--- src/rtl/core/hat_pkg.sv ---
// Shared types and constants for the heartbeat age table.
// Used by hat_store and heartbeat_age_table; depends on nothing else.
package hat_pkg;

	localparam int ID_W        = 63;
	localparam int TIME_W      = 48;
	localparam int AGE_W       = 49;
	localparam int ENTRIES_DEF = 8;

	localparam logic KIND_TOUCH = 1'b0;
	localparam logic KIND_QUERY = 1'b1;

	// Age returned for a zero or unknown identifier.
	localparam logic signed [AGE_W-1:0] AGE_NONE = '1;

	typedef enum logic [1:0] {
		ST_IDLE,
		ST_SCAN,
		ST_DONE
	} state_t;

	// One table entry as it sits in the store.
	typedef struct packed {
		logic [ID_W-1:0]   id;
		logic [TIME_W-1:0] stamp;
	} entry_t;

endpackage

--- src/rtl/core/hat_store.sv ---
// Entry store of the heartbeat age table: one write port, one registered read port.
// Depends on hat_pkg for the entry type.
module hat_store #(
	parameter int ENTRIES = hat_pkg::ENTRIES_DEF,
	parameter int IDX_W   = 3
) (
	input  logic                 clk,
	input  logic                 wr_en,
	input  logic [IDX_W-1:0]     wr_addr,
	input  hat_pkg::entry_t      wr_data,
	input  logic                 rd_en,
	input  logic [IDX_W-1:0]     rd_addr,
	output hat_pkg::entry_t      rd_data
);

	hat_pkg::entry_t mem_q [ENTRIES];

	always_ff @(posedge clk) begin
		if (wr_en) begin
			mem_q[wr_addr] <= wr_data;
		end
	end

	always_ff @(posedge clk) begin
		if (rd_en) begin
			rd_data <= mem_q[rd_addr];
		end
	end

endmodule

--- src/rtl/core/heartbeat_age_table.sv ---
// Top level of the heartbeat age table: sequencer, shared compare unit and result register.
// Depends on hat_pkg and hat_store.
//
//   Channel | Direction | Handshake             | Payload
//   --------+-----------+-----------------------+----------------------------
//   req     | in        | req_valid / req_stall | kind, source_id, time_now
//   rsp     | out       | rsp_valid / rsp_stall | age_ms
//
// One item is handled at a time. An item with a zero identifier, or one that
// arrives while the table is empty, goes straight to the result step; otherwise
// the entries are read one per cycle through the single read port of the entry
// store and checked by one shared comparator, until a match or the last entry.
// Reset clears the state machine, the entry count and the result valid flag; the
// entries themselves are not cleared, since only entries below the count are read.
// A stall on rsp holds only the last step of a query, and only while an earlier
// beat still waits in the result register; touches never wait on rsp.
module heartbeat_age_table #(
	parameter int ENTRIES = hat_pkg::ENTRIES_DEF
) (
	input  logic                                 clk,
	input  logic                                 arst_n,
	input  logic                                 req_valid,
	output logic                                 req_stall,
	input  logic                                 kind,
	input  logic [hat_pkg::ID_W-1:0]             source_id,
	input  logic [hat_pkg::TIME_W-1:0]           time_now,
	output logic                                 rsp_valid,
	input  logic                                 rsp_stall,
	output logic signed [hat_pkg::AGE_W-1:0]     age_ms
);

	localparam int IDX_W = (ENTRIES > 1) ? $clog2(ENTRIES) : 1;
	localparam int CNT_W = $clog2(ENTRIES + 1);

	hat_pkg::state_t state_q, state_d;

	// Item held while it is worked on.
	logic                        kind_q;
	logic [hat_pkg::ID_W-1:0]    id_q;
	logic [hat_pkg::TIME_W-1:0]  now_q;

	logic [CNT_W-1:0]            used_q;
	logic [CNT_W-1:0]            addr_cnt_q;
	logic [CNT_W-1:0]            cmp_idx_q;
	logic                        cmp_vld_q;

	logic                        found_q;
	logic [IDX_W-1:0]            match_idx_q;
	logic [hat_pkg::TIME_W-1:0]  match_time_q;
	logic [IDX_W-1:0]            best_idx_q;
	logic [hat_pkg::TIME_W-1:0]  best_time_q;

	logic                        rsp_valid_q;
	logic signed [hat_pkg::AGE_W-1:0] age_q;

	logic                        req_accept;
	logic                        issue_more;
	logic                        scan_hit;
	logic                        scan_last;
	logic                        rd_en;
	logic                        wr_en;
	logic                        rsp_load;
	logic [IDX_W-1:0]            wr_addr;
	hat_pkg::entry_t             wr_data;
	hat_pkg::entry_t             rd_data;
	logic signed [hat_pkg::AGE_W-1:0] age_d;

	hat_store #(
		.ENTRIES (ENTRIES),
		.IDX_W   (IDX_W)
	) u_store (
		.clk     (clk),
		.wr_en   (wr_en),
		.wr_addr (wr_addr),
		.wr_data (wr_data),
		.rd_en   (rd_en),
		.rd_addr (addr_cnt_q[IDX_W-1:0]),
		.rd_data (rd_data)
	);

	assign req_stall  = (state_q != hat_pkg::ST_IDLE);
	assign req_accept = req_valid && !req_stall;
	assign issue_more = (addr_cnt_q < used_q);

	// The shared compare unit: identifier match on the entry just read.
	assign scan_hit  = cmp_vld_q && (rd_data.id == id_q);
	assign scan_last = cmp_vld_q && ((cmp_idx_q + CNT_W'(1)) == used_q);

	// A refresh rewrites the matching entry, a new identifier takes the next
	// free entry, and once the table is full it replaces the oldest one.
	always_comb begin
		if (found_q) begin
			wr_addr = match_idx_q;
		end else if (used_q < CNT_W'(ENTRIES)) begin
			wr_addr = used_q[IDX_W-1:0];
		end else begin
			wr_addr = best_idx_q;
		end
	end

	assign wr_data = '{id: id_q, stamp: now_q};

	// Age of a found entry; a clock that has gone backwards gives zero.
	always_comb begin
		if (!found_q || (id_q == '0)) begin
			age_d = hat_pkg::AGE_NONE;
		end else if (now_q >= match_time_q) begin
			age_d = {1'b0, now_q - match_time_q};
		end else begin
			age_d = '0;
		end
	end

	always_comb begin
		state_d  = state_q;
		rd_en    = 1'b0;
		wr_en    = 1'b0;
		rsp_load = 1'b0;
		case (state_q)
			hat_pkg::ST_IDLE: begin
				if (req_valid) begin
					if ((source_id == '0) || (used_q == '0)) begin
						state_d = hat_pkg::ST_DONE;
					end else begin
						state_d = hat_pkg::ST_SCAN;
					end
				end
			end
			hat_pkg::ST_SCAN: begin
				rd_en = issue_more;
				if (scan_hit || scan_last) begin
					state_d = hat_pkg::ST_DONE;
				end
			end
			hat_pkg::ST_DONE: begin
				if (kind_q == hat_pkg::KIND_TOUCH) begin
					wr_en   = (id_q != '0);
					state_d = hat_pkg::ST_IDLE;
				end else if (!(rsp_valid_q && rsp_stall)) begin
					rsp_load = 1'b1;
					state_d  = hat_pkg::ST_IDLE;
				end
			end
			default: begin
				state_d = hat_pkg::ST_IDLE;
			end
		endcase
	end

	always_ff @(posedge clk or negedge arst_n) begin
		if (!arst_n) begin
			state_q <= hat_pkg::ST_IDLE;
		end else begin
			state_q <= state_d;
		end
	end

	always_ff @(posedge clk or negedge arst_n) begin
		if (!arst_n) begin
			used_q      <= '0;
			addr_cnt_q  <= '0;
			cmp_idx_q   <= '0;
			cmp_vld_q   <= 1'b0;
			rsp_valid_q <= 1'b0;
		end else begin
			if (req_accept) begin
				addr_cnt_q <= '0;
				cmp_vld_q  <= 1'b0;
			end else if (rd_en) begin
				addr_cnt_q <= addr_cnt_q + CNT_W'(1);
				cmp_idx_q  <= addr_cnt_q;
				cmp_vld_q  <= 1'b1;
			end else begin
				cmp_vld_q  <= 1'b0;
			end
			if (wr_en && !found_q && (used_q < CNT_W'(ENTRIES))) begin
				used_q <= used_q + CNT_W'(1);
			end
			if (rsp_load) begin
				rsp_valid_q <= 1'b1;
			end else if (!rsp_stall) begin
				rsp_valid_q <= 1'b0;
			end
		end
	end

	always_ff @(posedge clk) begin
		if (req_accept) begin
			kind_q     <= kind;
			id_q       <= source_id;
			now_q      <= time_now;
			found_q    <= 1'b0;
			best_idx_q <= '0;
		end else if (state_q == hat_pkg::ST_SCAN) begin
			if (scan_hit) begin
				found_q      <= 1'b1;
				match_idx_q  <= cmp_idx_q[IDX_W-1:0];
				match_time_q <= rd_data.stamp;
			end else if (cmp_vld_q &&
			             ((cmp_idx_q == '0) || (rd_data.stamp < best_time_q))) begin
				// Strictly older only, so the lowest index wins among equal times.
				best_idx_q  <= cmp_idx_q[IDX_W-1:0];
				best_time_q <= rd_data.stamp;
			end
		end
		if (rsp_load) begin
			age_q <= age_d;
		end
	end

	assign rsp_valid = rsp_valid_q;
	assign age_ms    = age_q;

`ifndef SYNTH
	a_used_bound: assert property (@(posedge clk) disable iff (!arst_n)
		used_q <= CNT_W'(ENTRIES))
		else $error("entry count beyond table size");

	a_accept_busy: assert property (@(posedge clk) disable iff (!arst_n)
		req_valid && !req_stall |=> state_q != hat_pkg::ST_IDLE)
		else $error("accepted beat did not start work");

	a_used_step: assert property (@(posedge clk) disable iff (!arst_n)
		(used_q == $past(used_q)) || (used_q == $past(used_q) + CNT_W'(1)))
		else $error("entry count moved by more than one");

	a_scan_in_range: assert property (@(posedge clk) disable iff (!arst_n)
		cmp_vld_q |-> cmp_idx_q < used_q)
		else $error("scan read an entry beyond the count");
`endif

endmodule
--- config.mk ---
export PLATFORM = sky130hd
export DESIGN_NAME = heartbeat_age_table
export DESIGN_NICKNAME = d
export VERILOG_FILES = /design/src/rtl/core/hat_pkg.sv /design/src/rtl/core/hat_store.sv /design/src/rtl/core/heartbeat_age_table.sv
export SDC_FILE = /design/constraint.sdc
export NUM_CORES = 1
export LEC_CHECK = 0
export BUFFER_PORTS_ARGS = -buffer_cell sky130_fd_sc_hd__buf_4
export CORE_AREA = 10 10 394 473
export DETAILED_ROUTE_END_ITERATION = 16
export DIE_AREA = 0 0 404 483
export HOLD_SLACK_MARGIN = 0.03
export SLEW_MARGIN = 0
export SYNTH_ARGS = -nofsm -noshare
export SYNTH_HDL_FRONTEND = slang
export SYNTH_SLANG_ARGS = --single-unit
--- constraint.sdc ---
create_clock -name clk -period 6.18 [get_ports clk]
set_clock_uncertainty 0.05 [all_clocks]
set_input_delay 0.309 -clock clk [delete_from_list [all_inputs] [get_ports clk]]
set_output_delay 0.309 -clock clk [all_outputs]
set_load 0.01 [all_outputs]
Yosys cells after proc, flatten, opt, wreduce, memory -nomap -nowiden

Memories as Yosys holds them, arrays and structs flattened. A register that Yosys moved wholly into a read port is not among the register bits.
Cells that the tools add are included.

Shifts and indexed selects: 0
Divide/modulo/power cells: 0
Equal/unequal tests: 8
Mux-type cells: 23
Bitwise gates (word level): 2
$mul: 0
Add/subtract/negate cells: 4
Order comparisons: 4
Reduce and logical (&&, ||, !) cells: 27

Operator list:

| kind                                                          | number |
|---|---|
| 63-bit zero test                                              | 2 |
| 63-bit == test                                                | 1 |
| 63-bit nonzero test                                           | 1 |
| 48-bit greater-or-equal comparator                            | 1 |
| 48-bit < comparator                                           | 1 |
| 48-bit two-way mux                                            | 1 |
| 48-bit subtractor                                             | 1 |
| 4-bit by 1-bit adder with 4-bit output, second input constant | 3 |
| 1-bit two-way mux                                             | 12 |
| 2-bit two-way mux                                             | 5 |
| 3-bit AND reduction                                           | 3 |
| 4-bit zero test                                               | 2 |
| 4-bit two-way mux                                             | 2 |
| 1-bit logical AND                                             | 7 |
| 3-bit two-way mux                                             | 2 |
| 2-bit one-hot mux with 3 select lines                         | 1 |
| 4-bit == test                                                 | 1 |
| 1-bit logical OR                                              | 4 |
| 4-bit < comparator                                            | 1 |
| 4-bit < comparator, second input constant                     | 1 |
| 2-bit inequality test, second input constant                  | 2 |
| 2-bit AND reduction                                           | 2 |
| 4-bit AND reduction                                           | 1 |
| 2-bit nonzero test                                            | 2 |
| 7 further kinds                                               | 9 |

Word-level logic and storage cells: 84
Memories kept: 1
ROM bits: 0
RAM bits: 888
Input port bits: 116
Latch bits: 0
Output and inout bits: 51
Bits in registers: 280

Memory list:

| name          | words | bits a word | rd ports | clocked after Yosys merged registers in | write ports | line            | source |
|---|---|---|---|---|---|---|---|
| u_store.mem_q | 8     | 111         | 1        | 1                                       | 1           | hat_store.sv:16 | `hat_pkg::entry_t mem_q [ENTRIES];` |

Logic depth before layout (Yosys ltp)

Gate-level depths: netlist of run 1.

Depth after elaboration: 6
Mapped depth: 15
Depth with buffers taken out: 13

Cells and area by module

From an unflattened synthesis of run 1, not the netlist that was laid out.

Cells, all modules: 2593
Area total of the unflattened synthesis: 51045.2 µm²

By module, submodules not included:

| module              | seq. area each (µm²) | instances | cells each | area each (µm²) |
|---|---|---|---|---|
| hat_store           | 29998.8              | 1         | 1407       | 36702.7 |
| heartbeat_age_table | 8287.9               | 1         | 1186       | 14342.5 |

Least setup slack after synthesis of run 1

OpenSTA, ideal clock, no wires.

Kind: reg-to-reg
From: register id_q[32] (netlist name)
To: memory u_store.mem_q[0][0] (netlist name) (enable)
Arrival time: 5.910 ns
Buffers on the path: 0
Required time: 5.547 ns
Stages on the path, launching flop included: 7
Clock period less this slack: 6.543 ns
Path slack: -0.363 ns
Setup time: 0.583 ns
Path through: edfxtp_1 > nor4_1 > nand4_1 > nor4_1 > nor4b_1 > o211ai_1 > nor2_1

Longest elaborated chain between the ends: 5

RTL lines:

| what                                    | line                       | source |
|---|---|---|
| start, declared                         | heartbeat_age_table.sv:39  | `logic [hat_pkg::ID_W-1:0] id_q;` |
| start signal, assigned                  | heartbeat_age_table.sv:190 | `id_q <= source_id;` |
| 63-bit nonzero test                     | heartbeat_age_table.sv:137 | `wr_en = (id_q != '0);` |
| 1-bit two-way mux                       | heartbeat_age_table.sv:136 | `if (kind_q == hat_pkg::KIND_TOUCH) begin` |
| 1-bit two-way mux                       | heartbeat_age_table.sv:119 | `case (state_q)` |
| 1-bit two-way mux                       | hat_store.sv:19            | `if (wr_en) begin` |
| 1-bit two-way mux (not written as such) | hat_store.sv:20            | `mem_q[wr_addr] <= wr_data;` |
| end, declared                           | hat_store.sv:16            |  |

Every way passes these cells.

Final worst setup path of run 1

From: register now_q[0] (netlist name)
To: register age_q (netlist bit age_ms[7]), data pin

Longest elaborated chain between the ends: 2
Elaborated cells between the ends (all ways): 3
Classes of those cells: add/sub: 1; order compare: 1; mux: 1

RTL lines:

| what                                                                           | line                                                   | source |
|---|---|---|
| start, declared                                                                | heartbeat_age_table.sv:40                              | `logic [hat_pkg::TIME_W-1:0] now_q;` |
| start signal, assigned                                                         | heartbeat_age_table.sv:191                             | `now_q <= time_now;` |
| 48-bit subtractor / 48-bit greater-or-equal comparator (equally long branches) | heartbeat_age_table.sv:108, heartbeat_age_table.sv:107 |  |
| 48-bit two-way mux *                                                           | heartbeat_age_table.sv:107                             | `end else if (now_q >= match_time_q) begin` |
| end signal, assigned                                                           | heartbeat_age_table.sv:207                             | `age_q <= age_d;` |
| end, declared                                                                  | heartbeat_age_table.sv:54                              | `logic signed [hat_pkg::AGE_W-1:0] age_q;` |

Every way passes the cells marked *; elsewhere a longest branch is shown, timed or not.
A chain may end at the register's enable or synchronous reset.

==> run summary, run 1 <==
Setup bufs post-CTS -> 0
Final hold violation count -> 0
Critical path cell sequence -> inv_1 > ha_1 > inv_1 > fa_1 > a211oi_1 > o211ai_2 > a41oi_2 > nor3_2 > nor2_1 > o31ai_1 > a21boi_1 > o41a_2 > o21ai_0
Worst Hold Class -> input pin to register
Drt first pass iters -> 7
Max Root-Sink Buffers -> 3
Max VDD drop -> 0.000313 V
CTS buffer count -> 119
Buf/Inv on CP -> 2
Synthesized area per cell -> 19.4 um^2
Most frequent cell after synthesis -> edfxtp_1
Largest cells by area after synthesis -> edfxtp_1, mux4_2, ha_1
Outcome -> finished, final reports clean
NumNets Final -> 3189
Clk_lat worst skew -> 0.73 ns
Clock sink total -> 1279
Setup violators final -> 0
H-tree Lvls -> 3
Post-synth ARST share -> 1.25%
Share of the synthesized area in the top cell type -> 74.2%
Yosys reg bits -> 1279
Fmax -> 0.237 GHz
CTS root buf -> clkbuf_16
Slew margin rel. -> 24.8%
Synth unique cells -> 66
Register area share after synthesis -> 75.1%
First-pass GRT wire length -> 179 mm
Total gr overflow -> 0
Gp weighted congestion -> 0.828
Slowest cell on crit path -> o41a_2
Yosys top cell by area -> edfxtp_1
Initial Utilization -> 28.9%
Critical Path AT -> 4.56 ns
CTS tree -> yes
Crit share post-route -> 68.4%
FP Rows -> 169
Number of global-route vias before repair -> 26400
DR WL met3 -> 7.88 mm
Least-Margin Pin Slew -> 1.13 ns
CP required -> 6.51 ns
CP Capture Type -> register
CP max stage delay -> 0.73 ns
Gr usage total -> 12.1%
Mapped Cells -> 2622
Die Wd -> 404 um
Crit Path Category -> register to register
CP top delay family -> compound AO/OA/AOI/OAI gates
Port buffer count -> 166
DP Area -> 55300 um^2
Metal-1 WL -> 55.0 mm
Core area -> 176000 um^2
Fill cells -> 16500
DR iter-0 viols -> 2210
WHS -> 0.263 ns
Final instance area -> 60300 um^2
Leakage -> 19.4 nW
Unrepaired setup endpoints after global routing -> false
Die height -> 483 um
Number of synthesized flops with an enable pin -> 1259
Layout area overhead -> 18.3%
DP Wirelength -> 72.7 mm
Largest net degree at the start of global routing -> 132
Min cycle time layout -> 4.23 ns
Routed WL -> 121 mm
Die area -> 195000 um^2
Post-synth net total -> 2842
MaxCap Viol Count -> 0
Clk slew on worst S/H paths -> 0.06 ns
Post-synth top cells -> edfxtp_1, mux4_2, inv_1, mux2_2, ha_1
Vias per cell -> 4.76
Top_reg_cell synth -> edfxtp_1
CP Launch Type -> register
DR top layer -> met5
IO Pins -> 167
DR WL/cell -> 22.4 um
Power Dens Cells -> 406 nW/um^2
Crit Path Max Fanout -> 48
Initial antenna violation count -> 9
Routed vias -> 25600
Post-cts sizing count -> 0
CP dominant cell by count -> inv_1
Final ANT Viol Nets -> 0
Final Slew Violations -> 0
Met2 routed WL -> 55.3 mm
Remaining DRCs -> 0
Yosys warning total -> 0
Share of cells above drive strength 1 -> 23.7%
Synthesized area -> 51000 um^2
cell families (layout without fill, tap and decap cells):
| family | count (synthesis) | in the layout | share of synthesized area (%) |
|---|---|---|---|
| DFF | 1279 | 1279 | 75.1 |
| muxes | 339 | 339 | 12.4 |
| AOI/OAI and AO/OA | 309 | 309 | 3.81 |
| and+or+nand+nor | 268 | 268 | 2.72 |
| buffers and inverters | 225 | 673 | 1.72 |
| adders and majority gates | 104 | 104 | 2.57 |
| xor gates and xnor gates | 98 | 98 | 1.68 |
| other | 0 | 2 | 0 |
report_power, final:
part | internal (mW) | switching (mW) | leakage (nW)
clock | 4.09 | 3.16 | 1.88
combinational | 2.32 | 2.83 | 6.06
sequential | 11.1 | 0.974 | 11.5
total | 17.6 | 6.96 | 19.4
registers in the layout, indices dropped and copies added, names as in the netlist, 48 cells and up:
register         count
u_store.mem_q      888
id_q                63
u_store.rd_data    111
best_time_q         48
age_ms              49
match_time_q        48
now_q               48
worst paths after layout:
path,start,end,slack (ns),cells past startpoint
worst max-delay path,now_q[0]$_DFFE_PP_,age_ms[7]$_SDFFCE_PP1P_,1.95,13
worst min-delay path,source_id[18],id_q[18]$_DFFE_PP_,0.26,2
worst max register to register,now_q[0]$_DFFE_PP_,age_ms[7]$_SDFFCE_PP1P_,1.95,13
worst min register to register,u_store.rd_data[0]$_DFFE_PP_,match_time_q[0]$_DFFE_PP_,0.43,0
max in group asynchronous,arst_n,cmp_idx_q[2]$_DFFE_PN0P_,5.33,4
min in group asynchronous,arst_n,cmp_idx_q[1]$_DFFE_PN0P_,0.58,4
per-stage QoR:
stage / util [%] / cells / setup TNS [ns] / total power [mW] / worst slack, ns
4_1_cts: 34.2 / 5378 / 0 / 24.8 / 1.90
6_report: 34.2 / 5380 / 0 / 24.5 / 1.95
5_1_grt: 34.2 / 5378 / 0 / 25.6 / 1.60
3_5_place_dp: 31.3 / 5039 / 0 / 17.5 / 1.91
3_3_place_gp: 31.3 / 5039 / 0 / 17.4 / 1.60
2_1_floorplan: - / 2622 / -288.68 / 15.6 / -0.362
worst register-to-register path: stages (launching register included):
cell and delay, ns:
edfxtp_1 0.52, inv_1 0.18, ha_1 0.21, inv_1 0.06, fa_1 0.42, a211oi_1 0.32, o211ai_2 0.16, a41oi_2 0.30
nor3_2 0.12, nor2_1 0.18, o31ai_1 0.11, a21boi_1 0.24, o41a_2 0.73, o21ai_0 0.28
layout make-up:
class / count / area, um^2 / share of cell area, %
repair buffers: 318 / 2840 / 4.71
clock buffers: 150 / 3180 / 5.27
well taps: 2308 / 2890 / 4.79
clock inverters: 72 / 674 / 1.12
flip-flops and latches: 1279 / 38300 / 63.5
multi-input cells: 1118 / 11900 / 19.8
inverters: 133 / 499 / 0.828
diodes: 2 / 5.00 / 0.00830
cells in the final DEF, fill, tap and decap left out, types with 26 or more instances in the layout:
| cell | count |
|---|---|
| nor4_1 | 45 |
| nand3_1 | 26 |
| nand2_1 | 57 |
| clkinv_1 | 34 |
| a21oi_1 | 78 |
| xnor2_1 | 48 |
| clkbuf_1 | 27 |
| inv_1 | 133 |
| a21o_1 | 45 |
| buf_4 | 189 |
| nor2_1 | 39 |
| dlygate4sd3_1 | 116 |
| mux2_2 | 113 |
| ha_1 | 103 |
| edfxtp_1 | 1259 |
| clkbuf_16 | 123 |
| xor2_1 | 50 |
| nand4_1 | 28 |
| mux4_2 | 222 |
| o21ai_0 | 73 |
routing by layer:
metal	track usage [%]	up-vias
li1	-	11300
met2	18.7	759
met4	2.65	10
met5	0	-
met1	17.2	13400
met3	2.71	161
timing repair:
action,4_1_cts,5_1_grt
hold buffers,117,0
endpoints found under the hold margin,135,0
endpoints found under the setup margin,0,0
(Power assumes the default switching activity.)
==> inputs of run 2 (changes only) <==
- clock period: 6.18 -> 3.95 ns (I/O delays scaled with it)
==> run 2 against run 1 <==
  * Via count rose by 1.6%
  * Clock power rose by 68%
  * Critical path depth did not move
  * Worst hold slack got worse by 0.15 ns
  * Utilization rose by 0.65 points
  * Sequential share of layout area fell by 1.2 points
  * Setup slack got worse by 1.7 ns
  * First-iteration DRC count rose by 3.1%
  * Die area did not move
  * Register-to-register slack got worse by 1.7 ns
  * Highest routed layer unchanged
==> run summary, run 2 (synthesis gave the netlist of run 1 again) <==
Outcome -> finished, final reports clean
DP Wirelength -> 74.3 mm
Port buffer count -> 166
Vias per cell -> 4.78
Power Dens Cells -> 641 nW/um^2
Worst hold path depth -> 2
FP Rows -> 169
Reg2Reg Depth -> 13
H-tree Lvls -> 4
CTS tree -> yes
Setup violators final -> 0
Setup bufs post-CTS -> 0
CP Capture Type -> register
Unrepaired setup endpoints after global routing -> false
Die height -> 483 um
Least-Margin Pin Slew -> 1.10 ns
Routed WL -> 123 mm
CP dominant cell by count -> inv_1
CP required -> 4.36 ns
CTS root buf -> clkbuf_16
Crit Path Max Fanout -> 9
Initial antenna violation count -> 9
Number of global-route vias before repair -> 27200
Remaining DRCs -> 0
Worst Hold Class -> input pin to register
Gr usage total -> 12.4%
Tot Pwr -> 39.4 mW
IO Pins -> 167
Final ANT Viol Nets -> 0
Fmax -> 0.268 GHz
Crit share post-route -> 94.5%
Max Root-Sink Buffers -> 3
Largest net degree at the start of global routing -> 129
Clk_lat worst skew -> 0.76 ns
CP Launch Type -> register
Multi-input gate area -> 11900 um^2
Share of cells above drive strength 1 -> 25.6%
FF+latch area -> 38300 um^2
Drt first pass iters -> 5
Most frequent cells in the layout -> edfxtp_1, mux4_2, buf_4
Final hold violation count -> 0
Crit Path Category -> register to register
DR iter-0 viols -> 2278
Routed vias -> 26000
Fill cells -> 16500
CTS buffer count -> 133
Biggest regs -> u_store.mem_q x888, u_store.rd_data x111, id_q x63
MaxCap Viol Count -> 0
Die area -> 195000 um^2
WHS -> 0.111 ns
CP max stage delay -> 0.52 ns
Total gr overflow -> 0
Layout area overhead -> 20.6%
Die Wd -> 404 um
Critical Path AT -> 4.14 ns
Gp weighted congestion -> 0.839
Min cycle time layout -> 3.73 ns
Post-layout util -> 34.8%
Clk slew on worst S/H paths -> 0.06 ns
Max FFs per register -> 888
Core area -> 176000 um^2
Max VDD drop -> 0.000567 V
DP Area -> 56000 um^2
Critical path cell sequence -> inv_1 > ha_1 > inv_1 > fa_1 > a211oi_2 > o211ai_2 > a41oi_2 > nor3_2 > o21ai_0 > a21oi_1 > nor2_1 > xor2_1 > o21ai_2
Initial Utilization -> 28.9%
First-pass GRT wire length -> 182 mm
Final instance area -> 61500 um^2
Final Slew Violations -> 0
Top reg by flops -> u_store.mem_q
DR WL/cell -> 22.5 um
Slowest cell on crit path -> o21ai_0
Commonest non-fill, non-tap cell in the layout -> edfxtp_1
Leakage -> 20.0 nW
Slew margin rel. -> 26.2%
Clock sink total -> 1279
NumNets Final -> 3253
-- run 2: cell count changes in the layout (fill, tap and decap cells not counted), moves of 2 or more --
cell        before  now
clkinv_8         0    3
bufinv_16       11    9
inv_6            2    7
buf_4          189  209
buf_12          13   43
clkbuf_16      123  140
clkinv_1        34   23
clkinvlp_4       2    5
clkbuf_1        27   29
clkinv_16        2    0
-- run 2: through the flow --
stage / setup TNS [ns] / setup slack, ns / instances
finish: 0 / 0.219 / 5444
global route: 0 / 0.0279 / 5443
CTS: 0 / 0.156 / 5443
detailed placement: 0 / 0.170 / 5090
global placement: 0 / 0.252 / 5090
floorplan: -687.17 / -0.791 / 2622
-- run 2: layer usage --
metal	GRT usage [%]	wire length [um]	up-vias
li1	-	-	11500
met1	17.0	54600	13600
met2	19.7	58000	825
met3	2.81	7860	144
met4	3.16	2180	4
met5	0	31	-
-- run 2: layout make-up --
cell class	count	share of cell area [%]
inverters	133	0.812
repair buffers	368	5.84
clock buffers	169	5.88
well taps	2308	4.70
clock inverters	68	1.02
multi-input cells	1118	19.4
flip-flops and latches	1279	62.3
diodes	1	0.00407
-- run 2: worst max-delay path, delay by kind of cell, from the launching register on --
family                     cells  cell delay (ns)
DFF                            1             0.51
adders and majority gates      2             0.63
buffers and inverters          2             0.20
xor gates and xnor gates       1             0.22
and+or+nand+nor                2             0.28
AOI/OAI and AO/OA              6             1.54
-- run 2: path summary, 6_finish.rpt --
kind | from | endpoint | slack [ns]
min in group asynchronous | arst_n | rsp_valid$_DFFE_PN0P_ | 0.67
hold / removal | time_now[29] | now_q[29]$_DFFE_PP_ | 0.11
setup / recovery | now_q[0]$_DFFE_PP_ | age_ms[40]$_SDFFCE_PP1P_ | 0.22
setup reg to reg | now_q[0]$_DFFE_PP_ | age_ms[40]$_SDFFCE_PP1P_ | 0.22
max in group asynchronous | arst_n | addr_cnt_q[2]$_DFFE_PN0P_ | 2.36
hold reg to reg | u_store.rd_data[44]$_DFFE_PP_ | match_time_q[44]$_DFFE_PP_ | 0.41
-- run 2: where the power goes --
group / total (mW) / leakage (nW) / internal, mW / switching [mW]
registers: 18.6 / 11.5 / 17.4 / 1.19
logic: 8.54 / 6.41 / 3.84 / 4.70
clock network: 12.2 / 2.06 / 7.08 / 5.15
total: 39.4 / 20.0 / 28.3 / 11.0
-- run 2: timing repair --
action	in CTS	in global routing
endpoints found under the setup margin	0	41
hold buffers	116	0
hold endpoints to repair	151	0
resized for setup	0	2
